$ cat src/sv/nkx_pkg.sv
// shared constants and types for the nucleotide k-mer extractor
package nkx_pkg;

  localparam int unsigned MaxSequence = 65536;
  localparam int unsigned MaxK        = 32;

  localparam int unsigned CharW  = 8;
  localparam int unsigned KW     = 6;
  localparam int unsigned CodeW  = 2;
  localparam int unsigned KmerW  = CodeW * MaxK;
  localparam int unsigned PosW   = 16;
  localparam int unsigned CntW   = $clog2(MaxSequence + 1);
  localparam int unsigned LaneW  = $clog2(MaxK);

  localparam logic [KW-1:0]   KmerLenReset = KW'(8);
  localparam logic [PosW-1:0] PosMax       = '1;

  localparam logic [CharW-1:0] ChA = 8'h41;
  localparam logic [CharW-1:0] ChT = 8'h54;
  localparam logic [CharW-1:0] ChC = 8'h43;
  localparam logic [CharW-1:0] ChG = 8'h47;

  localparam logic [CodeW-1:0] CodeA = 2'h0;
  localparam logic [CodeW-1:0] CodeT = 2'h1;
  localparam logic [CodeW-1:0] CodeC = 2'h2;
  localparam logic [CodeW-1:0] CodeG = 2'h3;

  typedef enum logic [1:0] {
    ST_KMER     = 2'd0,
    ST_INVALID  = 2'd1,
    ST_TOO_LONG = 2'd2
  } status_e;

  // control handed to every cell of the window chain
  typedef struct packed {
    logic shift;
    logic clear;
  } cell_ctl_t;

endpackage

$ cat src/sv/nkx_char_if.sv
// input channel: one ascii character per word
interface nkx_char_if;
  logic                        valid;
  logic                        ready;
  logic [nkx_pkg::CharW-1:0]   character;
  logic                        first;

  modport source (output valid, output character, output first, input ready);
  modport sink   (input valid, input character, input first, output ready);
endinterface

$ cat src/sv/nkx_kmer_if.sv
// output channel: one packed k-mer or error per word
interface nkx_kmer_if;
  logic                        valid;
  logic                        ready;
  logic [nkx_pkg::KmerW-1:0]   kmer;
  logic [nkx_pkg::PosW-1:0]    start_position;
  nkx_pkg::status_e            status;

  modport source (output valid, output kmer, output start_position, output status,
                  input ready);
  modport sink   (input valid, input kmer, input start_position, input status,
                  output ready);
endinterface

$ cat src/sv/nkx_cell.sv
// one window cell: holds a two-bit base code and takes its newer neighbour's on a shift
module nkx_cell (
  input  logic                       clk_i,
  input  logic                       rst_ni,
  input  nkx_pkg::cell_ctl_t         ctl_i,
  input  logic [nkx_pkg::CodeW-1:0]  nb_i,
  output logic [nkx_pkg::CodeW-1:0]  code_o
);

  logic [nkx_pkg::CodeW-1:0] code_q, code_d;

  always_comb begin
    code_d = code_q;
    if (ctl_i.shift) begin
      code_d = ctl_i.clear ? '0 : nb_i;
    end else if (ctl_i.clear) begin
      code_d = '0;
    end
  end

  always_ff @(posedge clk_i or negedge rst_ni) begin
    if (!rst_ni) begin
      code_q <= '0;
    end else begin
      code_q <= code_d;
    end
  end

  assign code_o = code_q;

endmodule

$ cat src/sv/nucleotide_kmer_extractor_unit.sv
// top level of the nucleotide k-mer extractor
// Takes one ASCII base per word and answers at most one word per base, one base a cycle
// sustained: the window is a chain of 32 two-bit cells that all shift in the same cycle,
// and the result register accepts a new base whenever its word is taken in that cycle.
// A base's result is registered and shown in the next cycle. kmer_length (clamped to
// 1..32) may only be written while nothing is in flight; a first flag restarts the
// window, the position count and the error lock. No clearing pass is needed after reset.
module nucleotide_kmer_extractor_unit (
  input  logic                     clk_i,
  input  logic                     rst_ni,
  input  logic                     cfg_we_i,
  input  logic [nkx_pkg::KW-1:0]   cfg_wdata_i,
  nkx_char_if.sink                 char_i,
  nkx_kmer_if.source               kmer_o
);

  localparam int unsigned MaxK  = nkx_pkg::MaxK;
  localparam int unsigned CodeW = nkx_pkg::CodeW;
  localparam int unsigned CntW  = nkx_pkg::CntW;
  localparam int unsigned KW    = nkx_pkg::KW;
  localparam int unsigned PosW  = nkx_pkg::PosW;

  logic [KW-1:0]    klen_q;
  logic [CntW-1:0]  bases_q, bases_d, bases_eff, count;
  logic             failed_q, failed_d, failed_eff;
  logic             out_valid_q, out_valid_d;
  logic [PosW-1:0]  pos_q, pos_d;
  nkx_pkg::status_e status_q, status_d;

  logic             in_acc;
  logic             code_ok;
  logic [CodeW-1:0] code;
  logic             too_long;
  logic             shift;
  logic [KW-1:0]    k_eff;

  nkx_pkg::cell_ctl_t           ctl_old, ctl_new;
  logic [CodeW-1:0]             win [MaxK];
  logic [nkx_pkg::KmerW-1:0]    kmer_sel;

  function automatic logic [PosW-1:0] sat_pos(input logic [CntW-1:0] v);
    if (32'(v) > 32'(nkx_pkg::PosMax)) begin
      sat_pos = nkx_pkg::PosMax;
    end else begin
      sat_pos = PosW'(v);
    end
  endfunction

  assign char_i.ready = !out_valid_q || kmer_o.ready;
  assign in_acc       = char_i.valid && char_i.ready;

  // character decode
  always_comb begin
    code_ok = 1'b1;
    code    = nkx_pkg::CodeA;
    unique case (char_i.character)
      nkx_pkg::ChA: code = nkx_pkg::CodeA;
      nkx_pkg::ChT: code = nkx_pkg::CodeT;
      nkx_pkg::ChC: code = nkx_pkg::CodeC;
      nkx_pkg::ChG: code = nkx_pkg::CodeG;
      default: begin
        code_ok = 1'b0;
        code    = nkx_pkg::CodeA;
      end
    endcase
  end

  always_comb begin
    if (klen_q == '0) begin
      k_eff = KW'(1);
    end else if (32'(klen_q) > MaxK) begin
      k_eff = KW'(MaxK);
    end else begin
      k_eff = klen_q;
    end
  end

  assign bases_eff  = char_i.first ? '0 : bases_q;
  assign failed_eff = char_i.first ? 1'b0 : failed_q;
  assign too_long   = 32'(bases_eff) >= nkx_pkg::MaxSequence;
  assign shift      = in_acc && !failed_eff && code_ok && !too_long;
  assign count      = bases_eff + CntW'(1);

  always_comb begin
    bases_d     = bases_q;
    failed_d    = failed_q;
    out_valid_d = out_valid_q && !kmer_o.ready;
    pos_d       = pos_q;
    status_d    = status_q;
    if (in_acc) begin
      bases_d  = bases_eff;
      failed_d = failed_eff;
      if (!failed_eff) begin
        if (!code_ok) begin
          out_valid_d = 1'b1;
          pos_d       = sat_pos(bases_eff);
          status_d    = nkx_pkg::ST_INVALID;
          failed_d    = 1'b1;
        end else if (too_long) begin
          out_valid_d = 1'b1;
          pos_d       = nkx_pkg::PosMax;
          status_d    = nkx_pkg::ST_TOO_LONG;
          failed_d    = 1'b1;
        end else begin
          bases_d = count;
          if (count >= CntW'(k_eff)) begin
            out_valid_d = 1'b1;
            pos_d       = sat_pos(count - CntW'(k_eff));
            status_d    = nkx_pkg::ST_KMER;
          end
        end
      end
    end
  end

  always_ff @(posedge clk_i or negedge rst_ni) begin
    if (!rst_ni) begin
      klen_q      <= nkx_pkg::KmerLenReset;
      bases_q     <= '0;
      failed_q    <= 1'b0;
      out_valid_q <= 1'b0;
      pos_q       <= '0;
      status_q    <= nkx_pkg::ST_KMER;
    end else begin
      if (cfg_we_i) begin
        klen_q <= cfg_wdata_i;
      end
      bases_q     <= bases_d;
      failed_q    <= failed_d;
      out_valid_q <= out_valid_d;
      pos_q       <= pos_d;
      status_q    <= status_d;
    end
  end

  // window chain, cell MaxK-1 holds the newest base
  assign ctl_old.shift = shift;
  assign ctl_old.clear = in_acc && char_i.first;
  assign ctl_new.shift = shift;
  assign ctl_new.clear = in_acc && char_i.first && !shift;

  for (genvar i = 0; i < MaxK; i++) begin : g_cell
    if (i == MaxK - 1) begin : g_newest
      nkx_cell u_cell (
        .clk_i  (clk_i),
        .rst_ni (rst_ni),
        .ctl_i  (ctl_new),
        .nb_i   (code),
        .code_o (win[i])
      );
    end else begin : g_older
      nkx_cell u_cell (
        .clk_i  (clk_i),
        .rst_ni (rst_ni),
        .ctl_i  (ctl_old),
        .nb_i   (win[i+1]),
        .code_o (win[i])
      );
    end
  end

  // the window only moves when the pending word is taken, so read it straight from the cells
  always_comb begin
    logic [KW-1:0] idx;
    for (int j = 0; j < MaxK; j++) begin
      idx = KW'(MaxK) - k_eff + KW'(j);
      if (KW'(j) < k_eff) begin
        kmer_sel[CodeW*j +: CodeW] = win[idx[nkx_pkg::LaneW-1:0]];
      end else begin
        kmer_sel[CodeW*j +: CodeW] = '0;
      end
    end
  end

  assign kmer_o.valid          = out_valid_q;
  assign kmer_o.kmer           = (status_q == nkx_pkg::ST_KMER) ? kmer_sel : '0;
  assign kmer_o.start_position = pos_q;
  assign kmer_o.status         = status_q;

  // a locked sequence ignores bases without a first flag
  assert property (@(posedge clk_i) disable iff (!rst_ni)
    (in_acc && failed_q && !char_i.first) |=> ($stable(bases_q) && failed_q))
    else $error("locked sequence changed state");

  assert property (@(posedge clk_i) disable iff (!rst_ni)
    32'(bases_q) <= nkx_pkg::MaxSequence)
    else $error("base count ran past the limit");

  assert property (@(posedge clk_i) disable iff (!rst_ni)
    (in_acc && !failed_eff && code_ok && too_long) |=>
      (out_valid_q && status_q == nkx_pkg::ST_TOO_LONG && failed_q))
    else $error("over-long sequence not reported");

  assert property (@(posedge clk_i) disable iff (!rst_ni)
    (kmer_o.valid && kmer_o.status == nkx_pkg::ST_KMER) |->
      ((kmer_o.kmer >> {k_eff, 1'b0}) == '0))
    else $error("k-mer has bits above its length");

endmodule
$ cat src/flat_wrapper.sv
// flat-port wrapper written by rule: the top's interface ports become plain ports
module nucleotide_kmer_extractor_unit_flat 
  (clk_i, rst_ni, cfg_we_i, cfg_wdata_i, char_i_valid, char_i_character, char_i_first, char_i_ready, kmer_o_valid, kmer_o_kmer, kmer_o_start_position, kmer_o_status, kmer_o_ready);
  nkx_char_if char_i_i ();
  nkx_kmer_if kmer_o_i ();
  input  logic clk_i;
  input  logic rst_ni;
  input  logic cfg_we_i;
  input  logic [nkx_pkg::KW-1:0] cfg_wdata_i;
  input wire logic [$bits(char_i_i.valid)-1:0] char_i_valid;
  input wire logic [$bits(char_i_i.character)-1:0] char_i_character;
  input wire logic [$bits(char_i_i.first)-1:0] char_i_first;
  output wire logic [$bits(char_i_i.ready)-1:0] char_i_ready;
  output wire logic [$bits(kmer_o_i.valid)-1:0] kmer_o_valid;
  output wire logic [$bits(kmer_o_i.kmer)-1:0] kmer_o_kmer;
  output wire logic [$bits(kmer_o_i.start_position)-1:0] kmer_o_start_position;
  output wire logic [$bits(kmer_o_i.status)-1:0] kmer_o_status;
  input wire logic [$bits(kmer_o_i.ready)-1:0] kmer_o_ready;
  assign char_i_i.valid = char_i_valid;
  assign char_i_i.character = char_i_character;
  assign char_i_i.first = char_i_first;
  assign char_i_ready = char_i_i.ready;
  assign kmer_o_valid = kmer_o_i.valid;
  assign kmer_o_kmer = kmer_o_i.kmer;
  assign kmer_o_start_position = kmer_o_i.start_position;
  assign kmer_o_status = kmer_o_i.status;
  assign kmer_o_i.ready = kmer_o_ready;
  nucleotide_kmer_extractor_unit u_core (.clk_i(clk_i), .rst_ni(rst_ni), .cfg_we_i(cfg_we_i), .cfg_wdata_i(cfg_wdata_i), .char_i(char_i_i), .kmer_o(kmer_o_i));
endmodule
$ cat config.mk
export PLATFORM = sky130hd
export DESIGN_NAME = nucleotide_kmer_extractor_unit_flat
export DESIGN_NICKNAME = d
export VERILOG_FILES = /design/src/sv/nkx_pkg.sv /design/src/sv/nkx_char_if.sv /design/src/sv/nkx_kmer_if.sv /design/src/sv/nkx_cell.sv /design/src/sv/nucleotide_kmer_extractor_unit.sv /design/src/flat_wrapper.sv
export SDC_FILE = /design/constraint.sdc
export NUM_CORES = 1
export LEC_CHECK = 0
export BUFFER_PORTS_ARGS = -buffer_cell sky130_fd_sc_hd__buf_2
export CORE_UTILIZATION = 61
export DETAILED_ROUTE_END_ITERATION = 8
export PLACE_DENSITY_LB_ADDON = 0.3
export SKIP_CTS_REPAIR_TIMING = 1
export SYNTH_ARGS = -nofsm -noshare
export SYNTH_HDL_FRONTEND = slang
export SYNTH_SLANG_ARGS = --single-unit
export TNS_END_PERCENT = 10
$ cat constraint.sdc
create_clock -name clk_i -period 7.2 [get_ports clk_i]
set_input_delay 1.08 -clock clk_i [delete_from_list [all_inputs] [get_ports clk_i]]
set_output_delay 1.08 -clock clk_i [all_outputs]
set_load 0.02 [all_outputs]
==> results of run 1 <==
==> power breakdown <==
part           switching, mW  internal (mW)
Clock                  0.256          0.287
Combinational          0.422          0.313
Sequential            0.0164          0.618
==> worst min path at each step <==
stage	start	end	slack (ns)	depth (start not counted)
floorplan	u_core.bases_q[16]$_DFFE_PN0P_	u_core.bases_q[16]$_DFFE_PN0P_	0.45	2
global placement	u_core.bases_q[16]$_DFFE_PN0P_	u_core.bases_q[16]$_DFFE_PN0P_	0.46	2
detailed placement	u_core.bases_q[16]$_DFFE_PN0P_	u_core.bases_q[16]$_DFFE_PN0P_	0.47	2
CTS	u_core.bases_q[16]$_DFFE_PN0P_	u_core.bases_q[16]$_DFFE_PN0P_	0.48	2
global route	u_core.bases_q[16]$_DFFE_PN0P_	u_core.bases_q[16]$_DFFE_PN0P_	0.50	2
finish	u_core.bases_q[16]$_DFFE_PN0P_	u_core.bases_q[16]$_DFFE_PN0P_	0.49	2
==> final cells by class <==
class	count	area [um^2]	area share, %
well taps	216	270	2.48
flip-flops and latches	107	2680	24.6
multi-input cells	843	6920	63.4
repair buffers	116	616	5.65
inverters	27	101	0.930
clock buffers	10	239	2.19
clock inverters	6	82.6	0.757
==> cells by family after synthesis <==
| family | count (synthesis) |
|---|---|
| multiplexers | 303 |
| AND/OR/NAND/NOR | 277 |
| AO/OA/AOI/OAI | 192 |
| flip-flops | 107 |
| buffers and inverters | 90 |
| XOR/XNOR | 45 |
| adder cells (fa/ha/maj) | 26 |
==> sequential cells by signal (all words and copies together), names as in the netlist <==
signal	count
u_core.kmer_o.start_position	16
u_core.kmer_o.status	2
u_core.kmer_o.valid	1
u_core.g_cell.g_older.u_cell.code_o	62
u_core.bases_q	17
u_core.klen_q	6
u_core.failed_q	1
u_core.g_cell.g_newest.u_cell.code_o	2
==> per-layer routing <==
layer  up-vias  GRT usage [%]  wire (um)
met5         -              0          0
met4         0           12.3        946
met3        62           5.53       1840
met2       377           56.2      13400
met1      4308           47.2      12200
li1       3974              -          -
==> cell usage after synthesis (3+ instances only) <==
master,count
mux2i_1,264
nor2_1,109
dfrtp_1,106
nand2_1,70
a22o_1,49
o21ai_0,46
a21oi_1,44
clkbuf_1,34
mux4_2,32
nand3_1,29
xnor2_1,28
ha_1,25
inv_1,22
buf_2,19
xor2_1,12
nor2b_1,11
a31oi_1,10
and3_1,10
buf_1,8
o31ai_1,8
mux2_2,7
nand4_1,6
nor3_1,6
a211oi_2,5
nand2b_1,5
a221oi_2,4
o21a_1,4
or2_2,4
inv_2,3
nand3_2,3
nor4_1,3
o21bai_1,3
or3_1,3
xnor2_2,3
==> metrics by stage <==
stage / power (mW) / hold WS [ns] / std cells / setup WS (ns) / cell area [um^2]
6_report: 1.91 / 0.485 / 1325 / 1.24 / 10900
5_1_grt: 1.99 / 0.501 / 1325 / 0.917 / 10900
3_5_place_dp: 1.37 / 0.468 / 1309 / 1.69 / 10600
2_1_floorplan: 1.24 / 0.448 / 1040 / 1.61 / 9940
3_3_place_gp: 1.36 / 0.459 / 1309 / 1.74 / 10600
4_1_cts: 1.91 / 0.485 / 1325 / 1.26 / 10900
==> tightest hold or removal path: cells and delay by family (launching register included) <==
| kind | cells | cell delay (ns) |
|---|---|---|
| flip-flops | 1 | 0.35 |
| AND/OR/NAND/NOR | 1 | 0.05 |
| AO/OA/AOI/OAI | 1 | 0.06 |
==> key figures, run 1 <==
Outcome
  • Status: completed

Timing
  • Max Freq: 0.168 GHz
  • Setup Skew: 0.00660 ns
  • Worst slew pin tran: 1.15 ns
  • Final Max Slew Viols: 0
  • Period utilization: 82.8%
  • Unrepaired setup endpoints after global routing: no
  • Final TNS setup: 0 ns
  • Final Hold Vio Count: 0
  • Fin crit period: 5.96 ns
  • Finish-stage setup viols: 0
  • Slew headroom: 23.0%

Synthesis
  • Synth cell types: 68
  • Number of synthesized flops with an enable pin: 0
  • Sequential share of the synthesized area: 26.9%
  • Avg Cell Area, Syn: 9.56 um^2
  • Compound-cell area share of the yosys netlist: 13.4%
  • Post-synthesis cell count: 1,040
  • Syn Nets: 1,086
  • Mux share of post-synthesis cell area: 34.6%
  • Largest family of logic cells by synthesized area: multiplexers
  • Post-synth top area share: 26.7%
  • Synth warn: 0
  • Synth area leaders: dfrtp_1, mux2i_1, mux4_2
  • Seq cells post-synth: 107
  • Synth area leader: dfrtp_1
  • Cell Area, Synth: 9940 um^2
  • Asr flop ratio synth: 100%
  • Ys flop type: dfrtp_1
  • Post-Synth Simple-Gate Area: 13.6%
  • Adder-cell share of the synthesized area: 3.35%
  • XOR/XNOR share of the synthesized area: 4.34%

Global route
  • All-Layer GR Usage: 34.7%
  • Pin count of the biggest net entering global routing: 68
  • Vias in the first global route: 8,033
  • Total grt overflow: 0
  • First-pass GRT wire length: 44.6 mm
  • Antenna violations before repair: 0

Critical path
  • CP Max Fanout: 14
  • Delay-heaviest family, CP: XOR/XNOR gates
  • Reg2Reg Depth: 15
  • Slowest-stage cell, CP: xnor2_1
  • Worst R2R Start: u_core.klen_q[4]$_DFFE_PN0P_
  • Critical Path Start: u_core.klen_q[4]$_DFFE_PN0P_
  • Crit Reg-Reg Endpoint: u_core.kmer_o.start_position[0]$_DFFE_PN0P_
  • Cell Chain, Critical Path: nor4_1, o21ai_4, ha_1, xnor2_2, buf_4, inv_2, ha_1, xnor2_1, mux4_2, mux2i_1, nor2_1, buf_2
  • Critical Path AT: 4.88 ns
  • Crit path capture: kmer_o_kmer[44]
  • CP Depth: 12
  • Worst setup EP type: primary output
  • Worst setup path category: register to primary output
  • FF-to-FF setup slack: 2.15 ns
  • CP dominant cell by count: ha_1
  • Buf+Inv Stages, Crit Path: 3
  • Critical Path RT: 6.12 ns
  • Category of the worst setup path launch point: register
  • Critical path's largest stage delay: 0.82 ns

Die
  • Die height: 130 um
  • Initial core utilization: 62.6%
  • Num rows: 46
  • Die Outline Area: 16,800 um^2
  • Core Area: 15,900 um^2
  • # IOs: 104
  • Die width: 130 um

Cells and area
  • Commonest non-fill, non-tap cells in the layout: mux2i_1, nor2_1, dfrtp_1
  • Layout cells sized above 1: 19.1%
  • Commonest non-fill, non-tap cell in the layout: mux2i_1
  • Finished Core Util: 68.6%
  • FILL cells: 1,278
  • Final net count: 1,150
  • Area grow syn2layout: 9.68%
  • N_diodes: 0

Clocking
  • CTS tree: yes
  • Clk_lat worst skew: 0.37 ns
  • Clock sinks: 107
  • Clk slew on worst S/H paths: 0.08 ns
  • Number of H-tree levels: 3
  • Max clock buf depth: 2
  • Cts bufs inserted: 9
  • CTS root buf: clkbuf_16

Power
  • Static leakage: 5.27 nW
  • Power Density: 175 nW/um^2
  • VDD IR-drop max: 0.145 mV

Routing
  • Routed Wire Length: 28.4 mm
  • # DRC: 0
  • Vias: 8,721
  • Vias per inst: 6.58
  • Pre-antenna DRT Iters: 5
  • Post-detailed-route count of antenna-violating nets: 0
  • WL/cell: 21.4 um
  • Iteration-0 DRC Markers: 842

Placed design
  • Routability cong.: 0.969
  • DP HPWL: 21.5 mm
  • Port Buf Inserts: 103

Hold path
  • Hold Crit Class: register to register

Job
  • # Max-Cap Violations: 0
(Power assumes the default switching activity.)
==> run 2: changes to the inputs <==
CORE_UTILIZATION = 55   (was 61)
clock period = 5.35 ns   (was 7.2 ns; I/O delays follow)
==> run 2 against run 1 <==
Effect of this change:
- core utilization decreased by 5.9 points
- non-clock buffer count is 8 higher
- global-route usage is 3.6 points lower
- combinational power up 36%
- clock skew up 0.0032 ns
- first-iteration DRC count decreased by 14%
- sequential cell count unchanged
- clock power increased by 32%
- final area up 0.56%
- critical endpoint is now kmer_o_kmer[63]
- largest power group unchanged
==> key figures, run 2 (synthesis results as in run 1) <==
Cells and area
  • Area of the multi-input gates: 6920 um^2 (unchanged)
  • Layout cells sized above 1: 19.6% (+0.49 points)
  • FILL cells: 1,523 (+19%)
  • Number of flip-flops in the largest register: 62 (unchanged)
  • N_diodes: 0 (unchanged)
  • Commonest non-fill, non-tap cells in the layout: mux2i_1, nor2_1, dfrtp_1
  • Reg area: 2680 um^2 (unchanged)
  • Final instance area: 11,000 um^2 (+0.56%)
  • Commonest non-fill, non-tap cell in the layout: mux2i_1
  • Final net count: 1,158 (+0.70%)
  • Area grow syn2layout: 10.3%

Critical path
  • Worst R2R Start: u_core.klen_q[4]$_DFFE_PN0P_
  • Crit Reg-Reg Endpoint: u_core.kmer_o.start_position[0]$_DFFE_PN0P_
  • Critical Path AT: 4.26 ns (-0.62 ns)
  • Cell Chain, Critical Path: nor4_1, o21ai_4, ha_1, xnor2_2, buf_4, inv_2, buf_4, ha_1, a21boi_0, xnor2_1, mux2i_1, mux2i_1, nor2_1, buf_2
  • Buf+Inv Stages, Crit Path: 4 (+1)
  • Category of the worst setup path launch point: register
  • Critical Path RT: 4.55 ns (-1.57 ns)
  • Worst setup EP type: primary output
  • Reg2Reg Depth: 14 (-1)
  • CP Depth: 14 (+2)
  • Critical path's largest stage delay: 0.81 ns (about the same)
  • Delay-heaviest family, CP: XOR/XNOR gates
  • FF-to-FF setup slack: 0.83 ns (-1.32 ns)
  • Worst setup path category: register to primary output
  • CP Max Fanout: 13 (-1)
  • Slowest-stage cell, CP: xnor2_1

Timing
  • Slew headroom: 20.8% (-2.1 points)
  • Final TNS setup: 0 ns (unchanged)
  • Fin crit period: 5.06 ns
  • Final Hold Vio Count: 0 (unchanged)
  • Final Max Slew Viols: 0 (unchanged)
  • Unrepaired setup endpoints after global routing: no
  • WHS: 0.484 ns (-0.00137 ns)
  • Setup Skew: 0.00978 ns (+0.00318 ns)
  • Max Freq: 0.198 GHz
  • Finish-stage setup viols: 0 (unchanged)
  • Period utilization: 94.6%
  • Worst slew pin tran: 1.18 ns (+0.0310 ns)

Clocking
  • CTS root buf: clkbuf_16
  • CTS tree: yes
  • Clk slew on worst S/H paths: 0.08 ns (about the same)
  • Clk_lat worst skew: 0.36 ns (about the same)
  • Max clock buf depth: 2 (unchanged)
  • Clock sinks: 107 (unchanged)
  • Number of H-tree levels: 3 (unchanged)
  • Cts bufs inserted: 9 (unchanged)

Global route
  • Antenna violations before repair: 0 (unchanged)
  • Pin count of the biggest net entering global routing: 65 (-4.4%)
  • Vias in the first global route: 8,183 (+1.9%)
  • Total grt overflow: 0 (unchanged)
  • All-Layer GR Usage: 31.2% (-3.6 points)
  • First-pass GRT wire length: 44.5 mm (-0.36%)

Power
  • VDD IR-drop max: 0.202 mV (+39%)
  • Static leakage: 5.30 nW (+0.63%)
  • Power Density: 235 nW/um^2 (+34%)

Hold path
  • Hold Path Sink: u_core.bases_q[16]$_DFFE_PN0P_
  • Hold Crit Class: register to register
  • Min-Delay Startpoint: u_core.bases_q[16]$_DFFE_PN0P_
  • Hold-critical path depth: 2 (unchanged)

Die
  • Die Outline Area: 18,600 um^2 (+11%)
  • # IOs: 104 (unchanged)
  • Num rows: 48 (+4.3%)
  • Core Area: 17,500 um^2 (+10%)
  • Die width: 136 um (+5.2%)
  • Initial core utilization: 56.9% (-5.7 points)
  • Die height: 136 um (+5.2%)

Outcome
  • Status: completed

Routing
  • Vias per inst: 6.41 (-2.6%)
  • Iteration-0 DRC Markers: 724 (-14%)
  • Routed Wire Length: 28.0 mm (-1.2%)
  • Pre-antenna DRT Iters: 5 (unchanged)
  • Post-detailed-route count of antenna-violating nets: 0 (unchanged)
  • Vias: 8,603 (-1.4%)
  • WL/cell: 20.9 um (-2.4%)
  • # DRC: 0 (unchanged)

Placed design
  • Routability cong.: 1.04 (+6.9%)
  • Placed cell area: 10,700 um^2 (+0.67%)
  • DP HPWL: 21.6 mm (about the same)
  • Port Buf Inserts: 103 (unchanged)

Job
  • # Max-Cap Violations: 0 (unchanged)
run 2: cell count changes in the layout (fill, tap and decap cells not counted), sizes merged:
cell and change:
buf +8
run 2: per-stage QoR:
step	power, mW	instances	setup WS (ns)	utilization (%)
final	2.58	1342	0.291	62.7
after global routing	2.68	1342	0.0261	62.7
after CTS	2.58	1342	0.313	62.7
after detailed placement	1.87	1326	0.674	61.0
after global placement	1.85	1326	0.722	61.0
after floorplan	1.67	1040	0.0377	-
run 2: worst max path at each step:
| stage | from | endpoint | slack (ns) |
|---|---|---|---|
| after floorplan | u_core.klen_q[5]$_DFFE_PN0P_ | kmer_o_kmer[12] | 0.04 |
| after global placement | char_i_first | u_core.kmer_o.start_position[0]$_DFFE_PN0P_ | 0.72 |
| after detailed placement | char_i_first | u_core.kmer_o.start_position[0]$_DFFE_PN0P_ | 0.67 |
| after CTS | u_core.klen_q[4]$_DFFE_PN0P_ | kmer_o_kmer[63] | 0.31 |
| after global routing | u_core.klen_q[4]$_DFFE_PN0P_ | kmer_o_kmer[30] | 0.03 |
| final | u_core.klen_q[4]$_DFFE_PN0P_ | kmer_o_kmer[63] | 0.29 |
run 2: area by class of cell:
class	instances	area share [%]
Clock inverter	6	0.753
Clock buffer	10	2.09
Timing Repair Buffer	124	6.16
Tap cell	225	2.57
Sequential cell	107	24.4
Multi-Input combinational cell	843	63.1
Inverter	27	0.924
run 2: worst register-to-register path, delay by kind of cell (launching register included):
family	cells	cell delay [ns]
compound gates	5	1.20
buf+inv	2	0.33
flops	1	0.50
simple gates	5	1.79
fa+ha+maj	2	0.64
run 2: where the power goes:
| part | total (mW) | switching, mW | internal, mW |
|---|---|---|---|
| clock network | 0.719 | 0.345 | 0.374 |
| logic | 1.00 | 0.566 | 0.438 |
| registers | 0.854 | 0.0227 | 0.831 |
run 2: metal layers:
layer	wire, um	track usage, %
met1	11700	40.9
met2	13100	49.4
met3	1980	5.33
met4	1230	15.7
met5	0	0
==> run 3: changes to the inputs <==
ABC_AREA = 1   (was not set)
CORE_UTILIZATION = 56   (was 55)
RECOVER_POWER = 100   (was not set)
==> run 3 against run 2 <==
Effect of this change:
- the flow now finishes with violations (capacitance limit, slew limit)
- via count increased by 47%
- sequential share of layout area decreased by 1.4 points
- worst setup slack improved by 0.051 ns
- core utilization decreased by 0.99 points
- critical path type unchanged
- power increased by 64%
- sequential power increased by 2%
- cell count increased by 57%
==> key figures, run 3 <==
Outcome
  • Status: finished with violations
  • Failing checks: capacitance limit, slew limit

Die
  • # IOs: 104 (unchanged)
  • Core Area: 18,800 um^2 (+7.7%)
  • Die Outline Area: 20,000 um^2 (+7.2%)
  • Die width: 141 um (+3.5%)
  • Die height: 141 um (+3.5%)
  • Num rows: 50 (+4.2%)
  • Initial core utilization: 57.7% (+0.78 points)

Timing
  • Max Freq: 0.200 GHz (+1.0%)
  • Fin crit period: 5.01 ns (-0.0514 ns)
  • Unrepaired setup endpoints after global routing: no
  • Final Hold Vio Count: 0 (unchanged)
  • Finish-stage setup viols: 0 (unchanged)
  • Final Max Slew Viols: 122 (+122)
  • Worst slew pin tran: 3.67 ns (+2.49 ns)
  • Slew headroom: -145% (-170 points)
  • Setup Skew: 0.0120 ns (+0.00220 ns)
  • Period utilization: 93.6% (-0.96 points)
  • Final TNS setup: 0 ns (unchanged)

Synthesis
  • Post-synthesis cell count: 1,786 (+72%)
  • Avg Cell Area, Syn: 6.08 um^2 (-36%)
  • Compound-cell area share of the yosys netlist: 11.7% (-1.7 points)
  • Synth warn: 0 (unchanged)
  • XOR/XNOR share of the synthesized area: 4.08% (-0.26 points)
  • Post-Synth Simple-Gate Area: 47.1% (+34 points)
  • Most common library cells after synthesis: nand2_1, nand3_1, nor2_1
  • Count leader, synth: nand2_1
  • Ys flop type: dfrtp_1
  • Cell Area, Synth: 10,900 um^2 (+9.2%)
  • Seq cells post-synth: 107 (unchanged)
  • Largest family of logic cells by synthesized area: simple AND/OR/NAND/NOR gates
  • Adder-cell share of the synthesized area: 3.07% (-0.28 points)
  • Syn Nets: 1,832 (+69%)
  • Number of synthesized flops with an enable pin: 0 (unchanged)
  • Mux share of post-synthesis cell area: 0.104% (-35 points)
  • Asr flop ratio synth: 100% (unchanged)
  • Synth cell types: 42 (-38%)
  • Post-synth top area share: 24.4% (-2.3 points)
  • Synth area leaders: dfrtp_1, nand3_1, nand2_1
  • Synth area leader: dfrtp_1
  • Sequential share of the synthesized area: 24.7% (-2.3 points)

Critical path
  • Critical path's largest stage delay: 0.54 ns (-0.27 ns)
  • Worst setup path category: register to primary output
  • Worst setup EP type: primary output
  • Category of the worst setup path launch point: register
  • Cell Chain, Critical Path: nor2_1, nand4_1, nand2_4, inv_2, ha_1, inv_1, nand2_1, nand2_1, clkinv_1, clkbuf_2, ha_1, inv_1, nand3_1, nand3_1, nand3_1, nand2_1, nor2_1, clkbuf_1
  • Critical Path RT: 4.55 ns (about the same)
  • Slowest-stage cell, CP: ha_1
  • Critical Path AT: 4.21 ns (-0.05 ns)
  • CP Max Fanout: 12 (-1)

Global route
  • All-Layer GR Usage: 39.7% (+8.6 points)
  • Antenna violations before repair: 0 (unchanged)
  • First-pass GRT wire length: 60.7 mm (+36%)
  • Pin count of the biggest net entering global routing: 70 (+7.7%)
  • Total grt overflow: 0 (unchanged)
  • Vias in the first global route: 11,300 (+37%)

Routing
  • Vias: 12,600 (+47%)
  • Vias per inst: 5.98 (-6.7%)
  • Pre-antenna DRT Iters: 8 (+3)
  • Routed Wire Length: 38.9 mm (+39%)
  • WL/cell: 18.4 um (-12%)
  • Iteration-0 DRC Markers: 1,438 (+99%)
  • Post-detailed-route count of antenna-violating nets: 0 (unchanged)
  • # DRC: 0 (unchanged)

Hold path
  • Hold Crit Class: register to register

Placed design
  • DP HPWL: 30.7 mm (+42%)
  • Placed cell area: 11,500 um^2 (+7.6%)
  • Routability cong.: 1.10 (+5.9%)
  • Port Buf Inserts: 103 (unchanged)

Power
  • Combinational share of power: 62.7% (+24 points)
  • Static leakage: 5.64 nW (+6.3%)
  • VDD IR-drop max: 0.181 mV (-10%)
  • Power Density: 363 nW/um^2 (+54%)
  • Sw Share: 54.0% (+18 points)
  • Int Pwr: 1.94 mW (+18%)
  • Sw Pwr: 2.28 mW (+140%)
  • Clock group share of total power: 16.7% (-11 points)
  • Seq pwr share: 20.6% (-13 points)

Clocking
  • Clk slew on worst S/H paths: 0.08 ns (about the same)
  • Cts bufs inserted: 9 (unchanged)
  • Number of H-tree levels: 3 (unchanged)
  • Clk_lat worst skew: 0.37 ns (about the same)
  • Max clock buf depth: 2 (unchanged)
  • Clock sinks: 107 (unchanged)
  • CTS root buf: clkbuf_16
  • CTS tree: yes

Cells and area
  • Final net count: 1,894 (+64%)
  • Commonest non-fill, non-tap cells in the layout: nand2_1, nand3_1, nor2_1
  • N_diodes: 0 (unchanged)
  • Final instance area: 11,600 um^2 (+6.0%)
  • Area grow syn2layout: 7.09%
  • Layout cells sized above 1: 9.98% (-9.6 points)
  • Commonest non-fill, non-tap cell in the layout: nand2_1
  • Number of flip-flops in the largest register: 62 (unchanged)

Job
  • # Max-Cap Violations: 2 (+2)
[run 3: kinds of logic after synthesis]
logic type,count (synthesis)
adder cells (fa/ha/maj),26
multiplexers,1
buffers and inverters,239
flip-flops,107
XOR/XNOR,36
AND/OR/NAND/NOR,1149
AO/OA/AOI/OAI,228
[run 3: power by group through the flow]
stage	sequential, mW	combinational [mW]	clock, mW
final	0.869	2.64	0.706
after detailed placement	0.883	2.61	0
after global placement	0.881	2.59	0
after global routing	0.873	2.91	0.738
after CTS	0.867	2.62	0.710
after floorplan	0.917	1.87	0
[run 3: worst paths after layout]
| check | to | depth (start not counted) | from | slack [ns] |
|---|---|---|---|---|
| setup / recovery | kmer_o_kmer[60] | 18 | u_core.klen_q[5]$_DFFE_PN0P_ | 0.34 |
| hold / removal | u_core.kmer_o.start_position[3]$_DFFE_PN0P_ | 2 | u_core.kmer_o.start_position[3]$_DFFE_PN0P_ | 0.48 |
| setup reg to reg | u_core.g_cell[20].g_older.u_cell.code_o[0]$_DFF_PN0_ | 10 | u_core.kmer_o.valid$_DFF_PN0_ | 1.23 |
| hold reg to reg | u_core.kmer_o.start_position[3]$_DFFE_PN0P_ | 2 | u_core.kmer_o.start_position[3]$_DFFE_PN0P_ | 0.48 |
| max in group asynchronous | u_core.g_cell[25].g_older.u_cell.code_o[1]$_DFF_PN0_ | 2 | rst_ni | 1.22 |
| min in group asynchronous | u_core.g_cell[3].g_older.u_cell.code_o[0]$_DFF_PN0_ | 1 | rst_ni | 1.66 |
[run 3: cell type report]
type,count,area [um^2]
fillers,1872,7200
clock inverters,7,86.3
clock buffers,9,225
multi-input cells,1440,7140
repair buffers,120,532
inverters,170,643
well taps,260,325
flip-flops and latches,107,2680
[run 3: routing by layer]
layer	share of wire (%)	track usage [%]	vias up	routed length, um
li1	-	-	6032	-
met1	42	53.7	5825	16400
met2	44	62.0	668	17100
met3	9.1	6.15	108	3530
met4	4.8	19.4	0	1870
met5	0	0	-	0
[run 3: worst max-delay path, delay by kind of cell, from the launching register on]
family | cells | cell delay [ns]
buffers and inverters | 6 | 1.35
flip-flops | 1 | 0.46
adder cells (fa/ha/maj) | 2 | 0.75
AND/OR/NAND/NOR | 10 | 1.27
[run 3: through the flow]
| step | setup slack [ns] | std cells | total power [mW] | hold slack, ns | util [%] |
|---|---|---|---|---|---|
| floorplan | 1.06 | 1786 | 2.78 | 0.467 | - |
| global placement | 1.04 | 2097 | 3.47 | 0.458 | 60.9 |
| detailed placement | 0.935 | 2097 | 3.49 | 0.461 | 60.9 |
| CTS | 0.515 | 2113 | 4.20 | 0.482 | 62.5 |
| global route | 0.0686 | 2113 | 4.52 | 0.506 | 61.7 |
| finish | 0.342 | 2113 | 4.22 | 0.482 | 61.7 |
